### src/rwf_pkg.sv
`timescale 1ns / 1ps
package rwf_pkg;

    localparam int PIX_W = 24;

    // register indexes on the config port
    localparam logic [1:0] REG_FRAME_WIDTH  = 2'd0;
    localparam logic [1:0] REG_FRAME_HEIGHT = 2'd1;
    localparam logic [1:0] REG_FILTER_MODE  = 2'd2;

    // filter modes
    localparam logic [1:0] MODE_MAX    = 2'd0;
    localparam logic [1:0] MODE_MEAN   = 2'd1;
    localparam logic [1:0] MODE_MEDIAN = 2'd2;

    // floor(x / 9) == (x * RECIP9) >> 16 for x up to 9 * 255
    localparam logic [12:0] RECIP9 = 13'd7282;

    typedef struct packed {
        logic [8:0][PIX_W-1:0] win;
        logic                  last;
    } rwf_entry_t;

    typedef struct packed {
        logic [7:0] lo;
        logic [7:0] mid;
        logic [7:0] hi;
    } rwf_sort3_t;

    function automatic logic [7:0] max3(input logic [7:0] a, input logic [7:0] b,
                                        input logic [7:0] c);
        logic [7:0] m;
        m = (a > b) ? a : b;
        return (m > c) ? m : c;
    endfunction

    function automatic logic [7:0] min3(input logic [7:0] a, input logic [7:0] b,
                                        input logic [7:0] c);
        logic [7:0] m;
        m = (a < b) ? a : b;
        return (m < c) ? m : c;
    endfunction

    function automatic logic [7:0] med3(input logic [7:0] a, input logic [7:0] b,
                                        input logic [7:0] c);
        logic [7:0] lo;
        logic [7:0] hi;
        lo = (a < b) ? a : b;
        hi = (a < b) ? b : a;
        return (c < lo) ? lo : ((c > hi) ? hi : c);
    endfunction

    function automatic rwf_sort3_t sort3(input logic [7:0] a, input logic [7:0] b,
                                         input logic [7:0] c);
        rwf_sort3_t s;
        s.lo  = min3(a, b, c);
        s.mid = med3(a, b, c);
        s.hi  = max3(a, b, c);
        return s;
    endfunction

endpackage

### src/rwf_queue.sv
`timescale 1ns / 1ps
module rwf_queue (
    input  logic                clk,
    input  logic                rst_n,
    input  logic                push,
    input  rwf_pkg::rwf_entry_t wr_entry,
    output logic                full,
    input  logic                pop,
    output logic                valid,
    output rwf_pkg::rwf_entry_t rd_entry
);
    import rwf_pkg::*;

    rwf_entry_t slot_reg [2];
    logic       wr_ptr_reg, wr_ptr_next;
    logic       rd_ptr_reg, rd_ptr_next;
    logic [1:0] count_reg, count_next;
    logic       do_push;
    logic       do_pop;

    assign full     = (count_reg == 2'd2);
    assign valid    = (count_reg != 2'd0);
    assign rd_entry = slot_reg[rd_ptr_reg];
    assign do_push  = push && !full;
    assign do_pop   = pop && valid;

    always_comb
    begin
        wr_ptr_next = do_push ? !wr_ptr_reg : wr_ptr_reg;
        rd_ptr_next = do_pop ? !rd_ptr_reg : rd_ptr_reg;
        count_next  = count_reg + 2'(do_push) - 2'(do_pop);
    end

    always_ff @(posedge clk or negedge rst_n)
    begin
        if (!rst_n)
        begin
            wr_ptr_reg <= 1'b0;
            rd_ptr_reg <= 1'b0;
            count_reg  <= 2'd0;
        end
        else
        begin
            wr_ptr_reg <= wr_ptr_next;
            rd_ptr_reg <= rd_ptr_next;
            count_reg  <= count_next;
        end
    end

    always_ff @(posedge clk)
    begin
        if (do_push)
        begin
            slot_reg[wr_ptr_reg] <= wr_entry;
        end
    end

endmodule

### config.mk
export PLATFORM = sky130hd
export DESIGN_NAME = rwf_queue
export DESIGN_NICKNAME = d
export VERILOG_FILES = /design/src/rwf_pkg.sv /design/src/rwf_queue.sv
export SDC_FILE = /design/constraint.sdc
export NUM_CORES = 1
export LEC_CHECK = 0
export ABC_AREA = 1
export ABC_CLOCK_PERIOD_IN_PS = 15750
export BUFFER_PORTS_ARGS = -buffer_cell sky130_fd_sc_hd__buf_2
export CAP_MARGIN = 10
export CORE_AREA = 5 5 177 179
export DETAILED_ROUTE_END_ITERATION = 8
export DIE_AREA = 0 0 182 184
export GPL_TIMING_DRIVEN = 1
export PLACE_DENSITY = 0.89
export SLEW_MARGIN = 20
export SYNTH_ARGS = -nofsm -noshare
export SYNTH_HDL_FRONTEND = slang
export SYNTH_SLANG_ARGS = --single-unit
export TNS_END_PERCENT = 100
### constraint.sdc
create_clock -name clk -period 15.75 [get_ports clk]
set_clock_uncertainty 0.2 [all_clocks]
set_input_delay 0.7875 -clock clk [delete_from_list [all_inputs] [get_ports clk]]
set_output_delay 0.7875 -clock clk [all_outputs]
set_load 0.01 [all_outputs]
==> flow_summary.json <==
{
  "drive_gt1_share_pct": 30.83,
  "dpl.cell_count": 1954,
  "cts.sinks": 438,
  "dpl_cell_area_um2": 18470,
  "fp.dieH_um": 184,
  "port_buffers": 439,
  "postCtsSetupBuffers": 0,
  "start_util_pct": 54.42,
  "met3_length_um": 4653,
  "syn_nets": 1389,
  "synthesis.area_um2": 16000,
  "dp_hpwl_um": 26150,
  "fmax_mhz": 228.7,
  "synth.most_common_cell": "nand2_1",
  "synth_compound_area_share_pct": 0,
  "wl_met2_um": 20290,
  "cts_made_buffers": 42,
  "ctsHtreeMaxLevel": 2,
  "synth_top_family_by_area": "simple AND/OR/NAND/NOR gates",
  "clk_latency_ps": 520,
  "wire_per_inst_um": 19.48,
  "p_leak_uw": 0.008574,
  "p_per_area_nw_per_um2": 193.5,
  "max-cap-violations": 0,
  "synthSimpleGateAreaFrac_pct": 15.69,
  "synth-edff-count": 434,
  "grt_pass1_wl_um": 58930,
  "final_cell_area_um2": 19830,
  "synth_commonest_cells": "nand2_1, edfxtp_1, buf_2",
  "largest_reg_flops": 434,
  "maxSlewViolCount": 0,
  "die_width_um": 182,
  "p_comb_share_pct": 30.9,
  "power.internal_uw": 2523,
  "pin_count": 440,
  "tightest_slew_ps": 1086,
  "synth_area_leaders": "edfxtp_1, nand2_1, buf_4",
  "min_period_ps": 4373,
  "fin_cells": 2036,
  "fin_crit_sh_pct": 27.76,
  "drc": 0,
  "synthAdderAreaFrac_pct": 0.1564,
  "drtIter0Drc": 963,
  "dr.max_layer_used": "met5",
  "cp_slowest_cell": "buf_4",
  "p_switching_uw": 1314,
  "first_pass_iters": 5,
  "fin_nets": 1832,
  "ant_nets": 0,
  "critical-path-max-stage-delay_ps": 870,
  "crit_path_end_kind": "output port",
  "cp-start-kind": "register",
  "setup_slack_ps": 11380,
  "hp-class": "in2reg",
  "nFillCells": 1890,
  "grt_max_degree": 140,
  "cp.required_ps": 14760,
  "ys_ff_latch": 438,
  "gp_congestion": 0.8716,
  "irDropWorstVdd_mv": 0.1775,
  "clk_pin_slew_ps": 70,
  "synthFlopType": "edfxtp_1",
  "crit_chain": "inv_6 > buf_4 > nand2_1 > nand2_1 > buf_2",
  "syn_inst": 1166,
  "drt_wl_total_um": 39660,
  "clkPwrFrac_pct": 25.4,
  "cts_tree": "yes",
  "yosysSeqAreaShare_pct": 82.07,
  "synthMuxAreaShare_pct": 0,
  "grt_pass1_vias": 10680,
  "yosysWarnings": 0,
  "relSlewSlack_pct": 27.61,
  "clock_path_buffers": 3,
  "synth_top_cell_by_area": "edfxtp_1",
  "vias": 10600,
  "cpMostUsedCell": "nand2_1",
  "die_area_um2": 33490,
  "yosysUniqueCellTypes": 10,
  "grt_overflow": 0,
  "setup_viol": 0,
  "setup_tns_ps": 0,
  "async_flop_share_pct": 0.9132,
  "cp_data_arrival_time_ps": 3390,
  "fin_util_pct": 67.44,
  "drt-met1-wl_um": 13630,
  "timing_hold_violations_final": 0,
  "antenna_found_initial": 7,
  "via_per_inst": 5.206,
  "crit_path_max_fanout": 121,
  "core-area_um2": 29400,
  "hold_buffers": 1,
  "synth_area_per_cell_um2": 13.72,
  "critical_path_class": "reg2out",
  "status": "complete, no violations",
  "synth_top_area_share_pct": 81.44,
  "sequentialPowerShare_pct": 43.7,
  "pre_cts_slack_ps": 11980,
  "syn_to_final_growth_pct": 23.92,
  "grt_usage_pct": 22.75,
  "p_sw_share_pct": 34.24,
  "cts_resized": 0,
  "fp-row-count": 63,
  "synth_xor_area_share_pct": 0,
  "rsz0062_at_grt": "no",
  "cts_root_buffer": "clkbuf_16"
}
path summary, 6_finish.rpt:
kind | start | endpoint | slack (ps) | cells after the start
min in group asynchronous | rst_n | wr_ptr_reg | 400 | 2
worst max register to register | count_reg[0] | slot_reg[0][125] | 12660 | 5
worst min register to register | wr_ptr_reg | wr_ptr_reg | 280 | 2
worst max-delay path | rd_ptr_reg | rd_entry[165] | 11380 | 5
max in group asynchronous | rst_n | rd_ptr_reg | 14790 | 2
worst min-delay path | wr_entry[3] | slot_reg[1][3] | 250 | 1
cells by family after synthesis:
kind of cell	count (synthesis)
adders and majority gates	2
and+or+nand+nor	668
buffers and inverters	58
DFF	438
worst max-delay path: cells and delay by family, from the launching register on:
family	cells	cell delay, ps
flops	1	680
buf+inv	3	1740
simple gates	2	360
stage by stage:
step           hold WS [ps]  power, uW
2_1_floorplan         241.9       2440
3_3_place_gp          253.6       2823
3_5_place_dp          259.2       2877
4_1_cts               232.6       3856
5_1_grt               225.0       4041
6_report              248.1       3837
cells in the final DEF, fill, tap and decap left out:
cell | synthesis | final
dfrtp_1 | 4 | 3
diode_2 | 0 | 5
clkinv_2 | 0 | 6
clkinv_4 | 0 | 1
inv_6 | 0 | 2
edfxtp_1 | 434 | 434
clkbuf_16 | 0 | 45
buf_2 | 26 | 439
clkbuf_1 | 0 | 12
clkinv_1 | 0 | 8
bufinv_16 | 0 | 3
ha_1 | 2 | 2
inv_8 | 0 | 1
dfrtp_4 | 0 | 1
nor2_4 | 0 | 1
buf_4 | 22 | 7
nand2_1 | 664 | 664
dlygate4sd3_1 | 0 | 1
inv_1 | 9 | 8
nand3_1 | 3 | 3
power groups by stage:
stage               Combinational, uW  Sequential, uW  Clock (uW)
floorplan                         705            1730           0
global placement                 1140            1680           0
detailed placement               1180            1700           0
CTS                              1200            1680         985
global route                     1310            1690        1040
finish                           1190            1680         974
per-layer routing:
layer  track usage, %  vias to the layer above
met2            39.81                      660
li1                 -                     4829
met4            7.295                        4
met3            7.222                       81
met5                0                        -
met1            27.03                     5025
area by class of cell:
class	instances	area [um^2]	area share [%]
inverter	10	50.05	0.2524
timing repair buffer	447	2260	11.40
tap	390	488.0	2.461
multi-input combinational	670	2544	12.83
clock buffer	57	1171	5.906
antenna	5	12.51	0.06310
sequential	438	13140	66.25
clock inverter	19	167.7	0.8455
Note: power is estimated with default switching activity, not from simulation.
