## src/rwf_pkg.sv

```systemverilog
`timescale 1ns / 1ps
package rwf_pkg;

    localparam int PIX_W = 24;

    // register indexes on the config port
    localparam logic [1:0] REG_FRAME_WIDTH  = 2'd0;
    localparam logic [1:0] REG_FRAME_HEIGHT = 2'd1;
    localparam logic [1:0] REG_FILTER_MODE  = 2'd2;

    // filter modes
    localparam logic [1:0] MODE_MAX    = 2'd0;
    localparam logic [1:0] MODE_MEAN   = 2'd1;
    localparam logic [1:0] MODE_MEDIAN = 2'd2;

    // floor(x / 9) == (x * RECIP9) >> 16 for x up to 9 * 255
    localparam logic [12:0] RECIP9 = 13'd7282;

    typedef struct packed {
        logic [8:0][PIX_W-1:0] win;
        logic                  last;
    } rwf_entry_t;

    typedef struct packed {
        logic [7:0] lo;
        logic [7:0] mid;
        logic [7:0] hi;
    } rwf_sort3_t;

    function automatic logic [7:0] max3(input logic [7:0] a, input logic [7:0] b,
                                        input logic [7:0] c);
        logic [7:0] m;
        m = (a > b) ? a : b;
        return (m > c) ? m : c;
    endfunction

    function automatic logic [7:0] min3(input logic [7:0] a, input logic [7:0] b,
                                        input logic [7:0] c);
        logic [7:0] m;
        m = (a < b) ? a : b;
        return (m < c) ? m : c;
    endfunction

    function automatic logic [7:0] med3(input logic [7:0] a, input logic [7:0] b,
                                        input logic [7:0] c);
        logic [7:0] lo;
        logic [7:0] hi;
        lo = (a < b) ? a : b;
        hi = (a < b) ? b : a;
        return (c < lo) ? lo : ((c > hi) ? hi : c);
    endfunction

    function automatic rwf_sort3_t sort3(input logic [7:0] a, input logic [7:0] b,
                                         input logic [7:0] c);
        rwf_sort3_t s;
        s.lo  = min3(a, b, c);
        s.mid = med3(a, b, c);
        s.hi  = max3(a, b, c);
        return s;
    endfunction

endpackage

```

## src/rwf_back.sv

```systemverilog
`timescale 1ns / 1ps
module rwf_back (
    input  logic                clk,
    input  logic                rst_n,
    input  logic [1:0]          mode,
    input  logic                head_valid,
    input  rwf_pkg::rwf_entry_t head_entry,
    output logic                head_pop,
    input  logic                pop,
    output logic                empty,
    output logic [7:0]          red_out,
    output logic [7:0]          green_out,
    output logic [7:0]          blue_out,
    output logic                frame_end
);
    import rwf_pkg::*;

    logic [2:0][11:0]            sum_comb, sum_reg;
    rwf_sort3_t [2:0][2:0]       row_comb, row_reg;
    logic                        s1_last_reg;
    logic                        s1_valid_reg, s1_valid_next;
    logic [2:0][7:0]             res_comb, res_reg;
    logic                        out_last_reg;
    logic                        out_valid_reg, out_valid_next;
    logic                        out_ready;
    logic                        s1_adv;
    logic [2:0][24:0]            prod;

    assign out_ready = !out_valid_reg || pop;
    assign s1_adv    = s1_valid_reg && out_ready;
    assign head_pop  = head_valid && (!s1_valid_reg || out_ready);

    // stage 1: channel sums and sorted rows
    always_comb
    begin
        for (int k = 0; k < 3; k++)
        begin
            sum_comb[k] = '0;
            for (int i = 0; i < 9; i++)
            begin
                sum_comb[k] = sum_comb[k] + 12'(head_entry.win[i][8*(2-k) +: 8]);
            end
            for (int r = 0; r < 3; r++)
            begin
                row_comb[k][r] = sort3(head_entry.win[3*r][8*(2-k) +: 8],
                                       head_entry.win[3*r+1][8*(2-k) +: 8],
                                       head_entry.win[3*r+2][8*(2-k) +: 8]);
            end
        end
    end

    // stage 2: pick the filter
    always_comb
    begin
        for (int k = 0; k < 3; k++)
        begin
            prod[k] = 25'(sum_reg[k]) * 25'(RECIP9);
            unique case (mode)
                MODE_MEAN:
                begin
                    res_comb[k] = prod[k][23:16];
                end
                MODE_MEDIAN:
                begin
                    res_comb[k] = med3(max3(row_reg[k][0].lo, row_reg[k][1].lo, row_reg[k][2].lo),
                                       med3(row_reg[k][0].mid, row_reg[k][1].mid,
                                            row_reg[k][2].mid),
                                       min3(row_reg[k][0].hi, row_reg[k][1].hi, row_reg[k][2].hi));
                end
                default:
                begin
                    res_comb[k] = max3(row_reg[k][0].hi, row_reg[k][1].hi, row_reg[k][2].hi);
                end
            endcase
        end
    end

    always_comb
    begin
        s1_valid_next  = head_pop ? 1'b1 : (s1_adv ? 1'b0 : s1_valid_reg);
        out_valid_next = s1_adv ? 1'b1 : ((pop && out_valid_reg) ? 1'b0 : out_valid_reg);
    end

    always_ff @(posedge clk or negedge rst_n)
    begin
        if (!rst_n)
        begin
            s1_valid_reg  <= 1'b0;
            out_valid_reg <= 1'b0;
        end
        else
        begin
            s1_valid_reg  <= s1_valid_next;
            out_valid_reg <= out_valid_next;
        end
    end

    always_ff @(posedge clk)
    begin
        if (head_pop)
        begin
            sum_reg     <= sum_comb;
            row_reg     <= row_comb;
            s1_last_reg <= head_entry.last;
        end
        if (s1_adv)
        begin
            res_reg      <= res_comb;
            out_last_reg <= s1_last_reg;
        end
    end

    assign empty     = !out_valid_reg;
    assign red_out   = res_reg[0];
    assign green_out = res_reg[1];
    assign blue_out  = res_reg[2];
    assign frame_end = out_last_reg;

endmodule

```

## config.mk

```make
export PLATFORM = sky130hd
export DESIGN_NAME = rwf_back
export DESIGN_NICKNAME = d
export VERILOG_FILES = /design/src/rwf_pkg.sv /design/src/rwf_back.sv
export SDC_FILE = /design/constraint.sdc
export NUM_CORES = 2
export LEC_CHECK = 0
export ABC_AREA = 1
export ABC_CLOCK_PERIOD_IN_PS = 7380
export CORE_MARGIN = 2
export CORE_UTILIZATION = 50
export DETAILED_ROUTE_END_ITERATION = 10
export DONT_BUFFER_PORTS = 1
export PLACE_DENSITY = 0.69
export SYNTH_ARGS = -nofsm -noshare
export SYNTH_HDL_FRONTEND = slang
export SYNTH_SLANG_ARGS = --single-unit
export TNS_END_PERCENT = 50
```

## constraint.sdc

```tcl
create_clock -name clk -period 7.38 [get_ports clk]
set_input_delay 0.369 -clock clk [delete_from_list [all_inputs] [get_ports clk]]
set_output_delay 0.369 -clock clk [all_outputs]
set_load 0.02 [all_outputs]
```

==> flow_metrics.py <==
metrics = {
    "placed_design": {
        "post-place-ws_ps": 429,
        "dpl.hpwl_um": 94400,
        "gp_congestion": 0.983,
        "place_area_um2": 41300,
        "place_inst": 6121,
        "place.port_buffers": 0,
    },
    "yosys": {
        "ys.flop_type": "edfxtp_1",
        "ys_warn_count": 0,
        "synth-edff-count": 278,
        "syn-cell-area_um2": 40300,
        "synth_cells": 5155,
        "synthMuxAreaShare": 0,
        "synth-simple-area-share": 0.155,
        "ys_ff_latch": 280,
        "syn_nets": 6397,
        "synth_compound_area_frac": 0.174,
        "synth_fa_ha_area_frac": 0.363,
        "async_flop_share": 0.00714,
        "synth_cell_type_count": 41,
        "avgSynthCellArea_um2": 7.82,
        "synth-xor-area-share": 0.00717,
        "synth_top_family_by_area": "adder cells",
        "seq_area_frac_synth": 0.208,
    },
    "sta": {
        "fin_skew_ps": 28.4,
        "worst_slew_pin_slew_ps": 1260,
        "timing.fmax_mhz": 151,
        "finalCriticalPeriod_ps": 6610,
        "fin_setup_tns_ps": 0,
        "slew_viol_final": 0,
        "slew_headroom": 0.158,
        "setup_viol": 0,
        "fin_crit_sh": 0.895,
        "finalHoldViolations": 0,
        "fin_ws_ps": 773,
    },
    "critical_path": {
        "max_stage_delay_ps": 410,
        "crit_path_start_kind": "flop",
        "end_kind": "flop",
        "path_class": "reg -> reg",
        "cp_top_family": "compound AO/OA/AOI/OAI gates",
        "cp_max_fo": 31,
        "slowest_stage": "edfxtp_1",
        "path_buf_inv": 4,
        "rrSetupSlack_ps": 770,
        "required_ps": 7670,
        "critPathMostFrequentCell": "nand2_1",
        "worstPathArrival_ps": 6900,
    },
    "cts": {
        "cts_htree_levels": 2,
        "numCtsBuffers": 37,
        "cts_num_sinks": 280,
        "cts.path.max_buffers": 3,
        "cts_root_buf": "clkbuf_16",
        "insertion_delay_ps": 570,
        "cts_tree": "yes",
        "clk_pin_slew_ps": 60,
    },
    "grt": {
        "grt_pass1_wl_um": 177000,
        "antenna_found_initial": 1,
        "grt.overflow.total": 0,
        "grt_pass1_vias": 32400,
        "grt.total_usage": 0.270,
        "grt_max_degree": 160,
    },
    "finish": {
        "area_growth_pct": 6.29,
        "final_common_cell": "nand2_1",
        "fin_cells": 6212,
        "finalInstanceArea_um2": 42800,
        "fin_nets": 6366,
        "antenna-diode-count": 0,
        "drive_above_1_share": 0.0285,
        "layout_common_cells": "nand2_1 (1092), inv_1 (846), ha_1 (767), o21ai_0 (680), a21oi_1 (399)",
        "largest_register_ffs": 216,
    },
    "route": {
        "firstDrtPassIters": 6,
        "drc": 0,
        "drtAntennaViolNets": 0,
        "wl_per_cell_um": 18.0,
        "wirelength_um": 112000,
        "via_per_inst": 5.55,
        "dr.first_iter.drc_count": 2652,
        "vias": 34500,
    },
    "die": {
        "start_util": 0.503,
        "row_count": 104,
        "core_um2": 80200,
        "dieWidth_um": 288,
        "ios": 250,
        "die_h_um": 288,
        "dieArea_um2": 82900,
    },
    "outcome": {
        "status": "finished clean",
    },
    "worst_hold_path": {
        "hold_class": "in -> reg",
    },
    "job": {
        "cap_violations": 0,
    },
}
-- logic make-up after synthesis --
family | count (synthesis)
adders and majority gates | 1019
buffers and inverters | 971
AOI/OAI and AO/OA | 1306
xor gates and xnor gates | 33
and+or+nand+nor | 1546
DFF | 280
-- cell type report --
class / count / area (um2)
clock buffers: 43 / 948
clock inverters: 24 / 264
fillers: 7639 / 37300
inverters: 855 / 3220
multi-input cells: 3904 / 28300
flip-flops and latches: 280 / 8400
well taps: 1060 / 1330
repair buffers: 46 / 418
-- per-layer routing --
layer | track usage | vias to the layer above | share of wire
met4 | 0.0722 | 2 | 0.027
met5 | 0 | - | 0.000098
li1 | - | 17300 | -
met1 | 0.370 | 15900 | 0.44
met3 | 0.0429 | 170 | 0.072
met2 | 0.444 | 1094 | 0.46
-- path summary, 6_finish.rpt --
path	startpoint	cells after the start	to
worst max-delay path	row_reg[87]	37	green_out[7]
worst min-delay path	head_entry[50]	2	row_reg[161]
worst max register to register	row_reg[87]	37	green_out[7]
worst min register to register	s1_last_reg	0	frame_end
max in group asynchronous	rst_n	1	s1_valid_reg
min in group asynchronous	rst_n	1	out_valid_reg
-- cell usage after synthesis (4+ instances only) --
cell type  count  area, um2
o21a_1         7       52.6
o2111ai_1      7       61.3
a211oi_1      36        270
buf_2         13       65.1
xnor2_1       16        140
o211ai_1      74        556
o21ai_1       45        225
o31ai_1       10       75.1
clkinv_1       4       15.0
a21oi_1      403       2020
nand2_2       19        119
nand2_4        8       90.1
or2_2         17        106
o21ai_0      685       3430
nand4_1       31        194
a21oi_2        7       61.3
o21bai_1       6       45.0
fa_1         252       5040
xor2_1        17        149
inv_1        848       3180
nand2_1     1092       4100
a32oi_1        7       61.3
nor2_1       221        830
ha_1         767       9600
edfxtp_1     278       8350
o221ai_1       6       52.6
nand3b_1       8       60.1
nand3_1      143        716
clkbuf_1      96        360
a21boi_0       8       60.1
-- repair_timing --
| action | CTS | global route |
|---|---|---|
| gates resized for setup | 0 | 15 |
| endpoints found under the hold margin | 25 | 0 |
| setup endpoints to repair | 0 | 24 |
| setup buffers | 0 | 0 |
| hold buffers | 24 | 0 |
-- metrics by stage --
stage,hold slack (ps),util
2_1_floorplan,73.4,-
5_1_grt,5.83,0.534
6_report,23.8,0.534
3_5_place_dp,73.5,0.516
3_3_place_gp,73.4,0.516
4_1_cts,1.33,0.534
Power is left out: the tool's default activity adds up to more than one toggle a clock period on the data nets, which glitch-free logic cannot reach.
